==> config.mk <==
export PLATFORM = sky130hd
export DESIGN_NAME = sha256_block_compress
export DESIGN_NICKNAME = d
export VERILOG_FILES = /design/src/rtl/sha256c_pkg.sv /design/src/rtl/sha256c_round.sv /design/src/rtl/sha256_block_compress.sv
export SDC_FILE = /design/constraint.sdc
export NUM_CORES = 2
export LEC_CHECK = 0
export BUFFER_PORTS_ARGS = -buffer_cell sky130_fd_sc_hd__buf_2
export CAP_MARGIN = 20
export CORE_MARGIN = 2
export CORE_UTILIZATION = 50
export CTS_BUF_LIST = sky130_fd_sc_hd__clkbuf_2
export DETAILED_ROUTE_END_ITERATION = 6
export HOLD_SLACK_MARGIN = 0.05
export PLACE_DENSITY_LB_ADDON = 0.25
export SLEW_MARGIN = 25
export SYNTH_ARGS = -nofsm -noshare
export SYNTH_HDL_FRONTEND = slang
export SYNTH_SLANG_ARGS = --single-unit
==> constraint.sdc <==
create_clock -name clk -period 15.2 [get_ports clk]
set_clock_uncertainty 0.2 [all_clocks]
set_input_delay 0.76 -clock clk [delete_from_list [all_inputs] [get_ports clk]]
set_output_delay 0.76 -clock clk [all_outputs]
set_load 0.02 [all_outputs]
==> src/rtl/sha256c_pkg.sv <==
package sha256c_pkg;

  localparam int unsigned WORD_W      = 32;
  localparam int unsigned CHAIN_WORDS = 8;
  localparam int unsigned WINDOW_LEN  = 16;
  localparam int unsigned ROUNDS      = 64;

  localparam logic [3:0] LAST_WORD  = 4'd15;
  localparam logic [5:0] LAST_ROUND = 6'd63;
  localparam logic [2:0] LAST_INDEX = 3'd7;

  typedef enum logic [1:0] {
    ST_LOAD,
    ST_ROUND,
    ST_ADD,
    ST_EMIT
  } state_t;

  typedef struct packed {
    logic [WORD_W-1:0] a;
    logic [WORD_W-1:0] b;
    logic [WORD_W-1:0] c;
    logic [WORD_W-1:0] d;
    logic [WORD_W-1:0] e;
    logic [WORD_W-1:0] f;
    logic [WORD_W-1:0] g;
    logic [WORD_W-1:0] h;
  } work_vars_t;

  localparam logic [WORD_W-1:0] ROUND_K [ROUNDS] = '{
    32'h428a2f98, 32'h71374491, 32'hb5c0fbcf, 32'he9b5dba5,
    32'h3956c25b, 32'h59f111f1, 32'h923f82a4, 32'hab1c5ed5,
    32'hd807aa98, 32'h12835b01, 32'h243185be, 32'h550c7dc3,
    32'h72be5d74, 32'h80deb1fe, 32'h9bdc06a7, 32'hc19bf174,
    32'he49b69c1, 32'hefbe4786, 32'h0fc19dc6, 32'h240ca1cc,
    32'h2de92c6f, 32'h4a7484aa, 32'h5cb0a9dc, 32'h76f988da,
    32'h983e5152, 32'ha831c66d, 32'hb00327c8, 32'hbf597fc7,
    32'hc6e00bf3, 32'hd5a79147, 32'h06ca6351, 32'h14292967,
    32'h27b70a85, 32'h2e1b2138, 32'h4d2c6dfc, 32'h53380d13,
    32'h650a7354, 32'h766a0abb, 32'h81c2c92e, 32'h92722c85,
    32'ha2bfe8a1, 32'ha81a664b, 32'hc24b8b70, 32'hc76c51a3,
    32'hd192e819, 32'hd6990624, 32'hf40e3585, 32'h106aa070,
    32'h19a4c116, 32'h1e376c08, 32'h2748774c, 32'h34b0bcb5,
    32'h391c0cb3, 32'h4ed8aa4a, 32'h5b9cca4f, 32'h682e6ff3,
    32'h748f82ee, 32'h78a5636f, 32'h84c87814, 32'h8cc70208,
    32'h90befffa, 32'ha4506ceb, 32'hbef9a3f7, 32'hc67178f2
  };

  localparam logic [WORD_W-1:0] INIT_HASH [CHAIN_WORDS] = '{
    32'h6a09e667, 32'hbb67ae85, 32'h3c6ef372, 32'ha54ff53a,
    32'h510e527f, 32'h9b05688c, 32'h1f83d9ab, 32'h5be0cd19
  };

  function automatic logic [WORD_W-1:0] big_sigma0(input logic [WORD_W-1:0] x);
    return ((x >> 2) | (x << 30)) ^ ((x >> 13) | (x << 19)) ^ ((x >> 22) | (x << 10));
  endfunction

  function automatic logic [WORD_W-1:0] big_sigma1(input logic [WORD_W-1:0] x);
    return ((x >> 6) | (x << 26)) ^ ((x >> 11) | (x << 21)) ^ ((x >> 25) | (x << 7));
  endfunction

  function automatic logic [WORD_W-1:0] small_sigma0(input logic [WORD_W-1:0] x);
    return ((x >> 7) | (x << 25)) ^ ((x >> 18) | (x << 14)) ^ (x >> 3);
  endfunction

  function automatic logic [WORD_W-1:0] small_sigma1(input logic [WORD_W-1:0] x);
    return ((x >> 17) | (x << 15)) ^ ((x >> 19) | (x << 13)) ^ (x >> 10);
  endfunction

endpackage

==> src/rtl/sha256c_round.sv <==
module sha256c_round (
  input  sha256c_pkg::work_vars_t vars,
  input  logic [31:0]             w,
  input  logic [31:0]             k,
  output sha256c_pkg::work_vars_t vars_next
);
  import sha256c_pkg::*;

  logic [WORD_W-1:0] ch;
  logic [WORD_W-1:0] maj;
  logic [WORD_W-1:0] t1;
  logic [WORD_W-1:0] t2;

  always_comb begin
    ch  = (vars.e & vars.f) ^ (~vars.e & vars.g);
    maj = (vars.a & vars.b) ^ (vars.a & vars.c) ^ (vars.b & vars.c);
    t1  = vars.h + big_sigma1(vars.e) + ch + k + w;
    t2  = big_sigma0(vars.a) + maj;
    vars_next.h = vars.g;
    vars_next.g = vars.f;
    vars_next.f = vars.e;
    vars_next.e = vars.d + t1;
    vars_next.d = vars.c;
    vars_next.c = vars.b;
    vars_next.b = vars.a;
    vars_next.a = t1 + t2;
  end

endmodule

==> src/rtl/sha256_block_compress.sv <==
// Channel | Beat fields (lowest bit up)                  | Marks
// s_*     | tdata: message_word[31:0]                    | tuser: start_message
// m_*     | tdata: digest_word[31:0], digest_index[34:32] | tlast: digest_last
//
// A block takes 16 input beats, one per cycle while s_tready is high, then
// 64 rounds on the shared round unit at one per cycle, the chaining add and
// 8 output beats, which stall while m_tready is low. s_tready is low from the
// sixteenth word until the last output beat is taken. rst (synchronous) loads
// the initial hash value and empties the block in progress.
module sha256_block_compress (
  input  logic        clk,
  input  logic        rst,
  input  logic        s_tvalid,
  output logic        s_tready,
  input  logic [31:0] s_tdata,  // message_word
  input  logic        s_tuser,  // start_message
  output logic        m_tvalid,
  input  logic        m_tready,
  output logic [39:0] m_tdata,  // digest_word, digest_index, zero fill
  output logic        m_tlast   // digest_last
);
  import sha256c_pkg::*;

  state_t state;
  state_t state_next;

  logic [WORD_W-1:0] chain  [CHAIN_WORDS];
  logic [WORD_W-1:0] window [WINDOW_LEN];
  work_vars_t        vars;
  work_vars_t        vars_next;
  logic [3:0]        word_count;
  logic [5:0]        round_count;
  logic [2:0]        emit_idx;
  logic [WORD_W-1:0] w_new;

  logic s_beat;
  logic m_beat;

  assign s_beat = s_tvalid && s_tready;
  assign m_beat = m_tvalid && m_tready;

  assign w_new = small_sigma1(window[14]) + window[9] + small_sigma0(window[1]) + window[0];

  sha256c_round u_round (
    .vars      (vars),
    .w         (window[0]),
    .k         (ROUND_K[round_count]),
    .vars_next (vars_next)
  );

  always_comb begin
    state_next = state;
    case (state)
      ST_LOAD: begin
        if (s_beat && !s_tuser && word_count == LAST_WORD) state_next = ST_ROUND;
      end
      ST_ROUND: begin
        if (round_count == LAST_ROUND) state_next = ST_ADD;
      end
      ST_ADD: state_next = ST_EMIT;
      ST_EMIT: begin
        if (m_beat && emit_idx == LAST_INDEX) state_next = ST_LOAD;
      end
      default: state_next = ST_LOAD;
    endcase
  end

  always_comb begin
    s_tready = 1'b0;
    m_tvalid = 1'b0;
    case (state)
      ST_LOAD: s_tready = 1'b1;
      ST_EMIT: m_tvalid = 1'b1;
      default: ;
    endcase
  end

  assign m_tdata = {5'd0, emit_idx, chain[emit_idx]};
  assign m_tlast = (emit_idx == LAST_INDEX);

  always_ff @(posedge clk) begin
    if (rst) begin
      state       <= ST_LOAD;
      word_count  <= '0;
      round_count <= '0;
      emit_idx    <= '0;
    end else begin
      state <= state_next;
      if (s_beat) word_count <= s_tuser ? 4'd1 : word_count + 4'd1;
      if (state == ST_ROUND) round_count <= round_count + 6'd1;
      if (m_beat) emit_idx <= emit_idx + 3'd1;
    end
  end

  always_ff @(posedge clk) begin
    if (rst) begin
      for (int i = 0; i < CHAIN_WORDS; i++) chain[i] <= INIT_HASH[i];
    end else if (s_beat && s_tuser) begin
      for (int i = 0; i < CHAIN_WORDS; i++) chain[i] <= INIT_HASH[i];
    end else if (state == ST_ADD) begin
      chain[0] <= chain[0] + vars.a;
      chain[1] <= chain[1] + vars.b;
      chain[2] <= chain[2] + vars.c;
      chain[3] <= chain[3] + vars.d;
      chain[4] <= chain[4] + vars.e;
      chain[5] <= chain[5] + vars.f;
      chain[6] <= chain[6] + vars.g;
      chain[7] <= chain[7] + vars.h;
    end
  end

  // shift the schedule: oldest word sits at the bottom
  always_ff @(posedge clk) begin
    if (s_beat) begin
      for (int i = 0; i < WINDOW_LEN - 1; i++) window[i] <= window[i + 1];
      window[WINDOW_LEN - 1] <= s_tdata;
    end else if (state == ST_ROUND) begin
      for (int i = 0; i < WINDOW_LEN - 1; i++) window[i] <= window[i + 1];
      window[WINDOW_LEN - 1] <= w_new;
    end
  end

  always_ff @(posedge clk) begin
    if (rst) begin
      vars <= '0;
    end else if (state == ST_LOAD && state_next == ST_ROUND) begin
      vars <= '{a: chain[0], b: chain[1], c: chain[2], d: chain[3],
                e: chain[4], f: chain[5], g: chain[6], h: chain[7]};
    end else if (state == ST_ROUND) begin
      vars <= vars_next;
    end
  end

  a_no_overlap: assert property (@(posedge clk) disable iff (rst)
    !(s_tready && m_tvalid))
    else $error("input and output open together");

  a_rounds_done: assert property (@(posedge clk) disable iff (rst)
    (state == ST_ROUND && round_count == LAST_ROUND) |=> (state == ST_ADD && round_count == '0))
    else $error("round count out of step");

  a_back_to_load: assert property (@(posedge clk) disable iff (rst)
    (m_beat && m_tlast) |=> (s_tready && emit_idx == '0))
    else $error("no return to load after last beat");

  a_block_start: assert property (@(posedge clk) disable iff (rst)
    (s_beat && !s_tuser && word_count == LAST_WORD) |=> (state == ST_ROUND && round_count == '0))
    else $error("rounds not started after sixteenth word");

endmodule
# Word-level counts from Yosys, hierarchy flattened
# Memory sizes are Yosys's and may differ from the RTL's. A register that Yosys moved wholly into a read port is not among the register bits.
# Index checks and enable logic that the tools add are counted.
op_classes:
  bitwise: 60
  eq_ne: 7
  div: 0
  addsub: 21
  mul: 0
  magnitude_cmp: 1
  n_reduce_logical: 10
  muxes: 59
  shift: 0
op_table:
  columns: ["operator", "n"]
  rows:
  - ["$mux W32", 34]
  - ["$add A32 B32 Y32", 18]
  - ["$mux W256", 2]
  - ["$xor A32 B32 Y32", 9]
  - ["$and A32 B32 Y32", 5]
  - ["$not A32 Y32", 1]
  - ["$or A1 B1 Y1", 32]
  - ["$or A10 B32 Y32", 1]
  - ["$or A13 B32 Y32", 1]
  - ["$or A14 B32 Y32", 1]
  - ["$or A15 B32 Y32", 1]
  - ["$or A19 B32 Y32", 1]
  - ["$or A21 B32 Y32", 1]
  - ["$or A25 B32 Y32", 1]
  - ["$or A26 B32 Y32", 1]
  - ["$or A30 B32 Y32", 1]
  - ["$or A7 B32 Y32", 1]
  - ["$xor A32 B22 Y32", 1]
  - ["$xor A32 B29 Y32", 1]
  - ["$mux W1", 16]
  - ["$pmux W2 S4", 1]
  - ["$ge A7 B7 Y1 const B", 1]
  - ["$logic_and A1 B1 Y1", 7]
  - ["$not A6 Y7", 1]
  - ["other kinds (14)", 19]
totals:
  input_bits: 37
  ramBits: 768
  ff_bits: 271
  romBits: 2048
  mem_count: 3
  elab_cells: 173
  output_inout_bits: 43
  latch_bits: 0
mem_list:
  columns: ["memory", "words", "width", "rd", "rd_clocked_by_memory_dff", "write_ports", "line", "rtl"]
  rows:
  - ["(no name shown)", 64, 32, 1, 0, 0, "sha256_block_compress.sv:47", ".k (ROUND_K[round_count]),"]
  - ["window", 16, 32, 16, 0, 16, "sha256_block_compress.sv:28", "logic [WORD_W-1:0] window [WINDOW_LEN];"]
  - ["chain", 8, 32, 9, 1, 8, "sha256_block_compress.sv:27", "logic [WORD_W-1:0] chain [CHAIN_WORDS];"]

# Logic depth before layout (Yosys ltp)
logic_depth:
  depth_word: 10
  depth_mapped: 40

# By module
# A second synthesis with hierarchy kept.
unflattened:
  cells_unflattened: 6566
  hier_area_um2: 67085.6
modules_own_cells:
  columns: ["mod", "cells_per_inst", "instances", "area_each_um2"]
  rows:
  - ["sha256_block_compress", 5248, 1, 56076.3]
  - ["sha256c_round", 1318, 1, 11009.3]

# Least setup slack after synthesis
# Ideal clock, no wire load.
synth_timing:
  path_type: "input-to-reg"
  start: "input port s_tvalid"
  end: "memory window[0][0] (enable)"
  arrival_time_ps: 9476
  stages: 3
  required_time_ps: 11368
  path_buffers: 1
  path_slack_ps: 1893
  path_cell_list: "nand2_1 > clkbuf_1 > nand2_1"
synth_rtl:
  columns: ["element", "line", "rtl"]
  rows:
  - ["start: declaration", "sha256_block_compress.sv:13", "input logic s_tvalid,"]
  - ["end: declaration", "sha256_block_compress.sv:28", null]

# Final worst setup path
layout_timing:
  start: "register round_count[0]"
  end: "register, netlist name vars[254]"
layout_via:
  elab_chain_len: 9
  word_cells_on_any_way: 15
layout_rtl:
  columns: ["element", "line", "rtl"]
  rows:
  - ["start: declaration", "sha256_block_compress.sv:32", "logic [5:0] round_count;"]
  - ["start signal: assignment", "sha256_block_compress.sv:90", "if (state == ST_ROUND) round_count <= round_count + 6'd1;"]
  - ["$not A6 Y7 (not written as such)", "sha256_block_compress.sv:47", null]
  - ["$mem_v2 Z64 W32", null, null]
  - ["$mux W32 (not written as such) (2 in a row)", "sha256_block_compress.sv:47", null]
  - ["$add A32 B32 Y32 (2 in a row)", "sha256c_round.sv:17", "t1 = vars.h + big_sigma1(vars.e) + ch + k + w;"]
  - ["$add A32 B32 Y32", "sha256c_round.sv:26", "vars_next.a = t1 + t2;"]
  - ["$mux W256", "sha256_block_compress.sv:129", "end else if (state == ST_ROUND) begin"]
  - ["$mux W256", "sha256_block_compress.sv:126", "end else if (state == ST_LOAD && state_next == ST_ROUND) begin"]
# Several ways; a longest one is shown, not always the timed one. The select of a mux whose other input is x is not followed.
# A chain may end at the register's enable or synchronous reset.

==> results by group <==
Status
  • Status: finished with violations
  • Failing checks: DRC

Clock network
  • Root buf cell: clkbuf_2
  • H-tree levels: 5
  • Hold Buf Count CTS: 123
  • Postcts setup bufs: 0
  • Sink Count: roughly 1000
  • CTS buffer count: just under 300
  • CTS clock-pin slew for the worst setup and hold paths: 0.12 ns
  • Skew-Pair Late Insertion Delay: roughly 1.7 ns
  • CTS tree: yes
  • Post-CTS sizing: 0
  • Clock Path Buffers: 4

Logic synthesis
  • Cell taking the most area after synthesis: edfxtp_1
  • Async SR Flop Fraction: 0%
  • Synth warn: 0
  • Part of the Yosys area used for sequential elements: 43.4%
  • Share of the synthesized area in the top cell type: between 30% and 40%
  • Flops & latches, synth: between 1000 and 1500
  • EDFF count, synth: 736
  • Synth Area per Inst: ~10 um^2
  • Post-Syn Area: 65000 um^2
  • Top cells by area, synth: edfxtp_1 (34%), dfxtp_1 (9.4%), ha_1 (7.7%)
  • Cells after Synth: 6286
  • Main synth FF type: edfxtp_1
  • Unique masters post-synth: 83

Cells and area
  • P&R area growth vs syn: 8.92%
  • Layout cells sized above 1: a little under an eighth
  • Fillers: ~11000
  • NumNets Final: slightly above 7000

Route
  • Via count: about 51000
  • Via density: 6.04
  • Post-Route WL: roughly 210 mm
  • Drc violations: 2
  • Post-route antenna net violation count: 0
  • Number of DRC markers in iteration 0: approximately 6000
  • Drt pass-1 iters: 7
  • DR WL/cell: roughly 25 um

Setup path
  • Slowest cell on the critical path: ha_1
  • Worst setup EP type: register
  • Worst EP arrival: approximately 11 ns
  • Crit path launch type: register
  • CP Data Required Time: between 15 and 20 ns
  • CP Class: reg2reg
  • Crit path from: round_count[0]
  • Most used cell, CP: nand2_1
  • Reg2reg setup slack: between 5 and 6 ns
  • CP max stage delay: roughly 1.0 ns
  • Critical R2R Launch: round_count[0]
  • Crit-path max FO: 27

Global routing
  • Vias in the first global route: between 40000 and 50000
  • GRT overflow: 0
  • First-pass GRT wire length: between 300 and 400 mm
  • Global-route usage over all layers: 31.6%
  • Largest net degree at the start of global routing: 204
  • Initial antenna violation count: 5

STA
  • Crit path time final: ~10 ns
  • Final period util: 66.1%
  • RSZ-0062 raised after global routing: no
  • Fmax: 0.0995 GHz
  • Final setup fails: 0
  • Worst setup margin: about 5.1 ns
  • Worst Tran Pin Value: between 1 and 1.5 ns
  • Final setup TNS: 0 ns
  • Final hold vios: 0
  • Fin. max-slew vios: 0
  • Hold_ws: around 0.13 ns
  • Max_slew headroom: between 10% and 20%

Power
  • VDD IR max: approximately 140 uV
  • Pwr/cell area: 113 nW/um^2
  • Pleak: 28.8 nW

Worst hold path
  • Hold Path Class: reg2reg
  • HP Start: window[1][19]

Die
  • Initial Utilization: roughly 50%
  • Row cnt: about 130
  • # IOs: 80
  • Die Footprint: approximately 130000 um^2
  • Chip height: 365 um
  • Die W: 365 um
  • CORE AREA: ~130000 um^2

Placement
  • RD Place Congestion: around 0.96
  • Buffers on Ports: 74
  • Final HPWL from detailed placement: about 150 mm
  • DP Worst Slack: about 5.4 ns

Run
  • Count of max-cap constraint violations: 0
## critical path, delay by kind of cell, from the launching register on
family | cells | cell delay (ns)
AO/OA/AOI/OAI | 15 | 3.59
adder cells (fa/ha/maj) | 6 | 2.81
flip-flops | 1 | 0.32
AND/OR/NAND/NOR | 7 | 1.68
XOR/XNOR | 2 | 0.39
buffers and inverters | 6 | 0.93
## stage by stage
step / instances / instance area [um^2] / power (mW) / utilization (%)
floorplan: 6290 / 65100 / 5.10 / -
global placement: 7857 / 67000 / 5.69 / 51.8
detailed placement: 7857 / 67000 / 5.75 / 51.8
CTS: 8481 / 70800 / 7.93 / 54.7
global route: 8489 / 70800 / 8.43 / 54.8
finish: 8491 / 70800 / 7.99 / 54.8
## where the power goes
group / total (mW) / switching (mW) / leakage, nW / internal (mW)
Clock: 2.01 / 1.22 / 1.96 / 0.790
Sequential: 3.45 / 0.160 / 9.64 / 3.29
Combinational: 2.52 / 1.45 / 17.2 / 1.07
Total: 7.99 / 2.83 / 28.8 / 5.16
## layer usage
metal	global-route usage (%)	vias to the layer above	routed length, um
met5	0	-	13
met4	13.7	2	8910
met3	7.28	383	20100
met2	45.8	2396	90400
met1	45.1	25200	91500
li1	-	23400	-
## registers in the layout (all words and copies together) (netlist names), named ones only
register     flops
state            2
vars           256
emit_idx         3
window         512
word_count       4
chain          256
round_count      6
## cells in the mapped netlist (all sizes together), types with 206 or more instances
| cell | n |
|---|---|
| edfxtp | 736 |
| dfxtp | 306 |
| o21ai | 288 |
| a22oi | 250 |
| ha | 402 |
| nand2 | 616 |
| nor2 | 353 |
| a21o | 206 |
| inv | 410 |
| xnor2 | 360 |
| a21oi | 598 |
| clkbuf | 277 |
## logic make-up after synthesis
kind of cell,count (synthesis),share of synthesized area (%)
buffers and inverters,726,4.22
other,1,0.00577
DFF,1042,43.4
and+or+nand+nor,1426,9.79
xor gates and xnor gates,559,7.57
muxes,143,3.60
adders and majority gates,600,13.8
AOI/OAI and AO/OA,1789,17.6
## cell type report
type	instances	area, um^2	area share [%]
multi-input cells	4522	34200	48.2
flip-flops and latches	1042	28200	39.9
repair buffers	264	2200	3.11
clock buffers	436	2180	3.08
well taps	1742	2180	3.08
inverters	412	1550	2.19
clock inverters	65	303	0.427
diodes	8	20.0	0.0283
## path summary, 6_finish.rpt
check,end,depth (start not counted)
worst max-delay path,vars[254],36
worst min-delay path,window[0][243],0
worst max register to register,vars[254],36
worst min register to register,window[0][243],0
## placed cells by master (no fill, tap or decap), types with 250 or more instances in the layout
master,netlist,layout
o21ai_0,285,285
clkbuf_2,0,436
inv_1,410,406
edfxtp_1,736,736
nand2_1,616,613
ha_1,402,402
xnor2_1,360,360
nor2_1,353,350
a22oi_1,250,250
dfxtp_1,306,300
a21oi_1,598,594
Power figures use the tool's default switching activity.
